`src/rtl/core/ssc_pkg.sv`:
```
`timescale 1ns / 1ps
// ----------------------------------------------------------------------------
// Strip chart framebuffer package
// Screen geometry, derived widths, codes and shared types.
// ----------------------------------------------------------------------------
package ssc_pkg;

    localparam int SCREEN_COLUMNS = 128;
    localparam int SCREEN_ROWS    = 64;

    localparam int STORE_PAGES  = SCREEN_ROWS / 8;
    localparam int STORE_BYTES  = SCREEN_COLUMNS * STORE_PAGES;
    localparam int STORE_ADDR_W = $clog2(STORE_BYTES);
    localparam int IDX_W        = STORE_ADDR_W + 1;
    localparam int COL_W        = $clog2(SCREEN_COLUMNS);
    localparam int ROW_W        = $clog2(SCREEN_ROWS);
    localparam int HEIGHT_W     = $clog2(SCREEN_ROWS + 1);
    localparam int HALF_ROWS    = SCREEN_ROWS / 2;
    localparam int HALF_PAGES   = STORE_PAGES / 2;

    localparam int SAMPLE_W    = 16;
    localparam int DIVD_W      = SAMPLE_W + HEIGHT_W;
    localparam int DIV_CNT_W   = $clog2(DIVD_W);
    localparam int READ_ADDR_W = 10;
    localparam int BYTE_W      = 8;
    localparam int CFG_INDEX_W = 2;
    localparam int CFG_DATA_W  = 16;
    localparam int REGION_W    = 2;

    // Byte ranges walked by a scroll
    localparam int FULL_LAST    = STORE_BYTES - 1;
    localparam int TOP_LAST     = HALF_PAGES * SCREEN_COLUMNS - 1;
    localparam int BOTTOM_FIRST = STORE_BYTES / 2;
    localparam int BOTTOM_LAST  = BOTTOM_FIRST + HALF_PAGES * SCREEN_COLUMNS - 1;

    localparam int FULL_SCALE_RESET = 4096;

    typedef logic [STORE_ADDR_W-1:0] store_addr_t;
    typedef logic [IDX_W-1:0]        store_idx_t;
    typedef logic [COL_W-1:0]        col_t;
    typedef logic [ROW_W-1:0]        row_t;
    typedef logic [DIVD_W-1:0]       dvd_t;
    typedef logic [SAMPLE_W-1:0]     sample_t;
    typedef logic [DIV_CNT_W-1:0]    div_cnt_t;
    typedef logic [BYTE_W-1:0]       byte_t;

    // Region codes; any other code selects the top half
    localparam logic [REGION_W-1:0] REGION_FULL   = 2'd0;
    localparam logic [REGION_W-1:0] REGION_BOTTOM = 2'd2;

    localparam logic REQ_READ = 1'b1;

    typedef enum logic [CFG_INDEX_W-1:0] {
        CFG_PLOT_ENABLE = 2'd0,
        CFG_FULL_SCALE  = 2'd1,
        CFG_PLOT_REGION = 2'd2
    } cfg_index_t;

    typedef enum logic [3:0] {
        ST_CLEAR,
        ST_IDLE,
        ST_DIV,
        ST_PRIME,
        ST_SCROLL,
        ST_DRAW_RD,
        ST_DRAW_WR,
        ST_READ,
        ST_READ_DATA
    } state_t;

    typedef struct packed {
        logic        wr_en;
        store_addr_t wr_addr;
        byte_t       wr_data;
        store_addr_t rd_addr;
    } mem_req_t;

endpackage

```
`src/rtl/core/ssc_row_div.sv`:
```
`timescale 1ns / 1ps
// ----------------------------------------------------------------------------
// Row divider
// Restoring divider, one quotient bit per cycle; a zero divisor gives all ones.
// ----------------------------------------------------------------------------
module ssc_row_div (
    input  logic             aclk,
    input  logic             aresetn,
    input  logic             start,
    input  ssc_pkg::dvd_t    dividend,
    input  ssc_pkg::sample_t divisor,
    output logic             done,
    output ssc_pkg::dvd_t    quotient
);

    logic                busy_reg, busy_next;
    logic                done_reg, done_next;
    ssc_pkg::div_cnt_t   cnt_reg, cnt_next;
    ssc_pkg::sample_t    rem_reg, rem_next;
    ssc_pkg::dvd_t       quo_reg, quo_next;
    logic [ssc_pkg::SAMPLE_W:0] shifted;
    logic                fits;

    always_comb begin
        shifted   = {rem_reg, quo_reg[ssc_pkg::DIVD_W-1]};
        fits      = shifted >= {1'b0, divisor};
        busy_next = busy_reg;
        done_next = 1'b0;
        cnt_next  = cnt_reg;
        rem_next  = rem_reg;
        quo_next  = quo_reg;
        if (start) begin
            busy_next = 1'b1;
            cnt_next  = '0;
            rem_next  = '0;
            quo_next  = dividend;
        end else if (busy_reg) begin
            // for a nonzero divisor the remainder stays below it, so the top bit drops
            rem_next = fits ? ssc_pkg::sample_t'(shifted - {1'b0, divisor})
                            : ssc_pkg::sample_t'(shifted);
            quo_next = {quo_reg[ssc_pkg::DIVD_W-2:0], fits};
            cnt_next = cnt_reg + 1'b1;
            if (cnt_reg == ssc_pkg::div_cnt_t'(ssc_pkg::DIVD_W - 1)) begin
                busy_next = 1'b0;
                done_next = 1'b1;
            end
        end
    end

    always_ff @(posedge aclk) begin
        if (!aresetn) begin
            busy_reg <= 1'b0;
            done_reg <= 1'b0;
            cnt_reg  <= '0;
        end else begin
            busy_reg <= busy_next;
            done_reg <= done_next;
            cnt_reg  <= cnt_next;
        end
        rem_reg <= rem_next;
        quo_reg <= quo_next;
    end

    assign done     = done_reg;
    assign quotient = quo_reg;

endmodule

```
`config.mk`:
```
export PLATFORM = sky130hd
export DESIGN_NAME = ssc_row_div
export DESIGN_NICKNAME = d
export VERILOG_FILES = /design/src/rtl/core/ssc_pkg.sv /design/src/rtl/core/ssc_row_div.sv
export SDC_FILE = /design/constraint.sdc
export NUM_CORES = 1
export LEC_CHECK = 0
export ABC_AREA = 0
export BUFFER_PORTS_ARGS = -buffer_cell sky130_fd_sc_hd__buf_2
export CORE_ASPECT_RATIO = 0.5
export CORE_UTILIZATION = 50
export CTS_CLUSTER_DIAMETER = 80
export DETAILED_ROUTE_END_ITERATION = 16
export PLACE_DENSITY = 0.83
export SETUP_SLACK_MARGIN = 0.05
export SYNTH_ARGS = -nofsm -noshare
export SYNTH_HDL_FRONTEND = slang
export SYNTH_SLANG_ARGS = --single-unit
```
`constraint.sdc`:
```
create_clock -name aclk -period 2.8 [get_ports aclk]
set_clock_uncertainty 0.1 [all_clocks]
set_input_delay 0 -clock aclk [delete_from_list [all_inputs] [get_ports aclk]]
set_output_delay 0 -clock aclk [all_outputs]
set_load 0.02 [all_outputs]
```
; ---- After elaboration in Yosys (flattened, before gate mapping)
; Cells that the tools add are included.
; Widths: inputs -> output; s select.
[word_totals]
reg_bits = 46
latch_bits = 0
mem_bits_rw = 0
mem_bits_ro = 0
inputBits = 42
out_inout_bits = 24
wordCells = 21
mem_count = 0
[classes]
add_sub_neg = 2
mul = 0
div_mod_pow = 0
n_lt_le_gt_ge = 1
n_eq_ne = 1
n_shift = 0
n_mux = 7
bitwise_logic = 2
n_reduce_logical = 3
[op_table]
columns = operator, count
row1 = $mux 23, 2
row2 = $ge 17x16->1, 1
row3 = $mux 16, 1
row4 = $sub 16x16->16, 1
row5 = $add 5x1->5 const B, 1
row6 = $eq 5x5->1 const B, 1
row7 = $mux 1, 4
row8 = $reduce_or 3->1, 1
row9 = $not 1->1, 2
row10 = $reduce_bool 2->1, 1
row11 = $reduce_or 2->1, 1

; ---- Longest topological paths before layout
; Gate-level depths: netlist (run 1).
[logic_depth]
word_depth = 4
depth_mapped = 10
depth_no_buf = 9

; ---- Worst setup path before layout (run 1)
; Ideal clock, no wire load.
[synth_timing]
path_kind = register to register
from = reg quo_reg[22], in the netlist quotient[22]
to = reg rem_reg[10]
setup_time_ns = 0.091
t_arrival_ns = 2.152
required_ns = 2.609
slack_ns = 0.458
path_stages_with_launch = 10
path_buffers = 0
period_less_slack_ns = 2.342
cell_sequence = edfxtp_1 -> inv_1 -> ha_1 -> fa_1 -> nand2b_1 -> a21o_1 -> a21oi_1 -> or3_1 -> nand3_1 -> a311oi_1
[synth_between]
elab_chain_len = 2
elab_cells_between_ends = 3
cone_classes = add/sub (1) / order compare (1) / mux (1)
[synth_rtl]
columns = item, line
row1 = "start, declared", ssc_row_div.sv:20  ; ssc_pkg::dvd_t quo_reg, quo_next;
row2 = "start signal, assigned", ssc_row_div.sv:61  ; quo_reg <= quo_next;
row3 = $sub 16x16->16 or $ge 17x16->1 (tied branches), "ssc_row_div.sv:39, ssc_row_div.sv:26"
row4 = $mux 16 *, ssc_row_div.sv:39  ; rem_next = fits ? ssc_pkg::sample_t'(shifted - {1'b0, divisor})
row5 = "end signal, assigned", ssc_row_div.sv:60  ; rem_reg <= rem_next;
row6 = "end, declared", ssc_row_div.sv:19  ; ssc_pkg::sample_t rem_reg, rem_next;
; Mark *: on every way between the ends. The rest lies on a longest branch, timed or not.
; A chain may end at the register's enable or synchronous reset.

; ---- Worst setup path in the final report (run 1)
[layout_timing]
from = reg rem_reg[12]
to = reg quo_reg[0], in the netlist quotient[0], data pin
[layout_between]
elab_chain_len = 3
[layout_rtl]
columns = item, line
row1 = $ge 17x16->1, ssc_row_div.sv:26  ; fits = shifted >= {1'b0, divisor};
row2 = $mux 23, ssc_row_div.sv:37  ; end else if (busy_reg) begin
row3 = $mux 23, ssc_row_div.sv:32  ; if (start) begin
row4 = net quo_next[0], ssc_row_div.sv:20
; The timed path passes the listed nets, and every way through them passes these cells. The select of a mux whose other input is x is not followed.

==> reports/metrics.yaml, run 1 <==
numClockSinks: 46
cts_tree: "done"
max_cap_violations: 0
required_ns: 2.74
max_slew_margin: 0.412
cts_inserted_buffers: 5
hold_viol_final: 0
root_buffer: "clkbuf_16"
period_share: 0.919
synthCells: 307
detail-route-antenna-nets: 0
top_layer: "met4"
chipWidth_microns: 111
muxShareOfSynthArea: 0.121
grt_pass1_vias: 2554
die-area_sq_mm: 0.00630
setup_viol: 0
grt_first_pass_wirelength_microns: 11800
wl_per_cell_microns: 15.3
synth_top_family_by_area: "compound AO/OA/AOI/OAI gates"
synth-edff-count: 23
report.final.slew_viol_count: 0
arrival_ns: 2.52
multiInputGateArea_sq_mm: 0.00168
synth_area_leader_cell: "edfxtp_1"
hpwl_microns: 4710
netlist.area_leader.share: 0.232
reg2reg_depth: 7
regArea_sq_mm: 0.00115
vias: 2664
drc: 0
max_freq_mhz: 389
drive_above_1_share: 0.284
met1_length_microns: 3290
grt_usage: 0.239
r2r_end: "quotient[0]"
drt-pass1-iter-count: 6
wirelength_microns: 7150
insertedDiodeCount: 0
place_congestion: 0.905
rows: 19
synth_area_sq_mm: 0.00298
largest_reg_flops: 23
grt_max_degree: 42
leakagePower_nw: 1.58
synth-async-reset-ratio: 0
fillerInstances: 430
layout_commonest_cell: "buf_2"
status: "finished, final reports clean"
ys_ff_latch: 46
die_y_microns: 56.6
yosys.area_share.simple: 0.164
grt_overflow: 0
r2r-start: "rem_reg[12]"
path_class: "flop to flop"
cp_max_fo: 22
syn_avg_cell_area_sq_um: 9.72
yosysWarningCount: 0
io_pins: 66
crit_path_start: "rem_reg[12]"
period_minus_slack_ns: 2.57
clk_latency_ns: 0.29
cts.clk_slew.worst_paths_ns: 0.07
wl_met2_microns: 3340
endpoint_kind: "flop"
tightest_slew_ns: 0.881
timing.hold.ws_ns: 0.0153
synthXorXnorAreaFrac: 0.0294
rsz0062_at_grt: "false"
area_delta_synth_final_pct: 25.3
cts.path.max_buffers: 2
yosys-top-cells-area: "edfxtp_1 (23%), dfxtp_1 (15%), mux2_2 (9.1%)"
initial_core_util: 0.532
ir_drop_v: 0.000326
r2r_slack_ns: 0.23
hold_class: "input port to flop"
synth-adder-area-share: 0.0822
core_area_sq_mm: 0.00561
p_per_area_mw_per_mm2: 495
port-buffer-count: 65
start_kind: "flop"
drtIter0Drc: 117
wl_met3_microns: 374
synth-main-ff-cell: "edfxtp_1"
antenna_found_initial: 0
vias_per_cell: 5.70
hold_depth: 4
fin_nets: 454
synth_compound_area_frac: 0.166
htree_levels: 2
fin_tns_setup_ns: 0
ys_seq_area_frac: 0.386
final_cell_mix: "buf_2 (65), nor2_1 (27), mux2_2 (24), dlygate4sd3_1 (24)"
synth_nets: 368
crit_end: "quotient[0]"
ys_types: 55
stage by stage:
| stage | utilization | worst slack (ns) | area [sq um] | std cells | power (mW) |
|---|---|---|---|---|---|
| floorplan | - | 0.458 | 2980 | 307 | 1.11 |
| global placement | 0.597 | 0.338 | 3350 | 435 | 1.21 |
| detailed placement | 0.597 | 0.343 | 3350 | 435 | 1.22 |
| CTS | 0.666 | 0.231 | 3740 | 467 | 1.85 |
| global route | 0.666 | 0.0685 | 3740 | 467 | 1.93 |
| finish | 0.666 | 0.228 | 3740 | 467 | 1.85 |
synth_stat cells (2+ instances only):
library cell and number:
nor2_1 27, mux2_2 24, dfxtp_1 23, edfxtp_1 23, inv_1 20, ha_1 18
nand2_1 18, a21oi_1 15, a211oi_1 12, o21ai_0 11, nand2b_1 10, mux2i_1 9
nand4_1 7, nor3_1 7, nand3_1 6, or3_1 6, clkbuf_1 5, xnor2_1 5
xor2_1 5, a21o_1 4, a21o_2 3, a311oi_1 3, a31oi_1 3, buf_2 3
o211ai_1 3, a22o_1 2, and3_1 2, and3_2 2, buf_1 2, buf_4 2
buf_6 2, o21ai_1 2
how the worst min path moves through the flow:
| stage | startpoint | end | slack [ns] |
|---|---|---|---|
| 4_1_cts | start | rem_reg[15] | 0.005 |
| 3_5_place_dp | aresetn | busy_reg | 0.15 |
| 3_3_place_gp | aresetn | busy_reg | 0.14 |
| 6_report | start | rem_reg[15] | 0.02 |
| 2_1_floorplan | aresetn | busy_reg | 0.03 |
| 5_1_grt | start | rem_reg[15] | 0.04 |
critical path, cell delays in order, from the launching register on:
cell and delay, ns:
dfxtp_1 0.33, ha_1 0.37, a211oi_1 0.29, o21ai_0 0.19, nor3_1 0.39, a31oi_4 0.13
buf_4 0.23, mux2_2 0.29
per-layer routing:
layer  GRT usage  vias to the layer above
met3      0.0464                       14
met5           0                        -
li1            -                     1312
met2       0.407                       93
met1       0.299                     1245
met4       0.102                        0
cell families (layout without fill, tap and decap cells):
logic type                 count (synthesis)  after routing
adders and majority gates                 19             19
AOI/OAI and AO/OA                         70             70
DFF                                       46             46
muxes                                     33             33
and+or+nand+nor                           95             95
buffers and inverters                     34            121
xor gates and xnor gates                  10             10
cell type report:
cell class,instances,area share
sequential,46,0.308
tap,73,0.0244
timing repair buffer,93,0.159
multi-input combinational,227,0.449
clock inverter,3,0.00569
inverter,20,0.0201
clock buffer,5,0.0335
power by group:
group	internal (mW)	switching, mW
sequential	0.768	0.0313
combinational	0.199	0.249
clock	0.331	0.271
total	1.30	0.551
timing repair:
action,CTS,global route
buffers inserted,0,0
endpoints found under the hold margin,24,0
resized for setup,0,0
hold buffers,24,0
(Power assumes the default switching activity.)
==> run 2, diff against run 1 <==
clock period = 2.6 ns   (was 2.8 ns; I/O delays follow)
==> reports/metrics.yaml, run 2 (synthesized netlist as in run 1, its figures left out) <==
r2r-start: "rem_reg[9]"
root_buffer: "clkbuf_16"
reg2reg_depth: 8
fin_tns_setup_ns: 0
vias_per_cell: 5.57
fillerInstances: 395
area_delta_synth_final_pct: 27.3
numClockSinks: 46
final_cells: 473
status: "finished, final reports clean"
hpwl_microns: 4680
grt_max_degree: 42
max_slew_margin: 0.419
port-buffer-count: 65
wl_per_cell_microns: 15.0
ir_drop_v: 0.000481
place_congestion: 0.890
largest_reg_flops: 23
drc: 0
htree_levels: 2
path_class: "flop to flop"
period_share: 0.928
tightest_slew_ns: 0.871
clk_latency_ns: 0.29
fin_nets: 460
vias: 2636
grt_first_pass_wirelength_microns: 11800
hold_viol_final: 0
hold_depth: 4
io_pins: 66
hold_class: "input port to flop"
drtIter0Drc: 108
finalPower_mw: 2.02
start_kind: "flop"
die_y_microns: 56.6
regArea_sq_mm: 0.00115
core_area_sq_mm: 0.00561
cts_inserted_buffers: 5
cp_max_fo: 17
layout_commonest_cell: "buf_2"
r2r_slack_ns: 0.19
chipWidth_microns: 111
setup_viol: 0
rsz0062_at_grt: "true"
place_inst: 440
multiInputGateArea_sq_mm: 0.00169
hp-start: "start"
cts.path.max_buffers: 2
pre_cts_ws_ns: 0.153
required_ns: 2.66
report.final.slew_viol_count: 0
insertedDiodeCount: 0
arrival_ns: 2.47
rows: 19
p_per_area_mw_per_mm2: 531
layout_setup_ws_ns: 0.186
period_minus_slack_ns: 2.41
cts.clk_slew.worst_paths_ns: 0.07
wirelength_microns: 7090
grt_usage: 0.235
max_cap_violations: 0
max_freq_mhz: 414
cts_tree: "done"
endpoint_kind: "flop"
detail-route-antenna-nets: 0
grt_overflow: 0
drive_above_1_share: 0.305
final_cell_mix: "buf_2 (65), nor2_1 (27), mux2_2 (24), dlygate4sd3_1 (24)"
drt-pass1-iter-count: 4
r2r_end: "rem_reg[3]"
initial_core_util: 0.532
leakagePower_nw: 1.61
antenna_found_initial: 0
hold_end: "rem_reg[11]"
die-area_sq_mm: 0.00630
grt_pass1_vias: 2585
-- run 2: changes by cell type in the layout (fill, tap and decap cells not counted), sizes merged --
cell	previous run	this run
buf	69	75
clkinv	2	1
inv	20	21
-- run 2: metal layers --
layer  vias to the layer above  global-route usage  wire length, microns
met3                         9              0.0475                   284
li1                       1324                   -                     -
met1                      1235               0.310                  3340
met4                         0              0.0618                    84
met2                        68               0.396                  3370
met5                         -                   0                     0
-- run 2: area by class of cell --
type | count | area share
Sequential cell | 46 | 0.303
Tap cell | 73 | 0.0241
Timing Repair Buffer | 99 | 0.169
Clock buffer | 5 | 0.0329
Multi-Input combinational cell | 227 | 0.445
Clock inverter | 3 | 0.00659
Inverter | 20 | 0.0198
-- run 2: per-stage QoR --
stage          utilization  area, sq um  hold slack [ns]
3_3_place_gp         0.604         3390            0.135
5_1_grt              0.677         3800           0.0583
3_5_place_dp         0.604         3390            0.148
6_report             0.677         3800           0.0408
4_1_cts              0.674         3780           0.0174
2_1_floorplan            -         2980           0.0282
-- run 2: worst max path at each step --
stage | cells after the start | endpoint | start | slack [ns]
after global placement | 8 | rem_reg[9] | rem_reg[9] | 0.25
final | 8 | rem_reg[3] | rem_reg[9] | 0.19
after CTS | 8 | rem_reg[3] | rem_reg[9] | 0.14
after floorplan | 9 | rem_reg[10] | quotient[22] | 0.26
after global routing | 8 | rem_reg[3] | rem_reg[10] | 0.05
after detailed placement | 8 | rem_reg[3] | rem_reg[9] | 0.15
-- run 2: critical path, stage by stage, from the launching register on --
cell	delay (ns)
dfxtp_1	0.33
ha_2	0.43
nand4_2	0.16
nor4_1	0.32
nor3_1	0.12
a31oi_4	0.20
buf_4	0.27
mux2i_1	0.26
a211oi_1	0.09
-- run 2: power breakdown --
part / switching [mW] / internal, mW
registers: 0.0358 / 0.827
clock network: 0.299 / 0.362
logic: 0.267 / 0.224
total: 0.603 / 1.41
-- run 2: what timing repair did --
item                                   CTS  global route
hold buffers                            24             0
gates resized for setup                  0             4
buffers inserted                         0             1
endpoints found under the hold margin   25             0
setup endpoints to repair                0            10
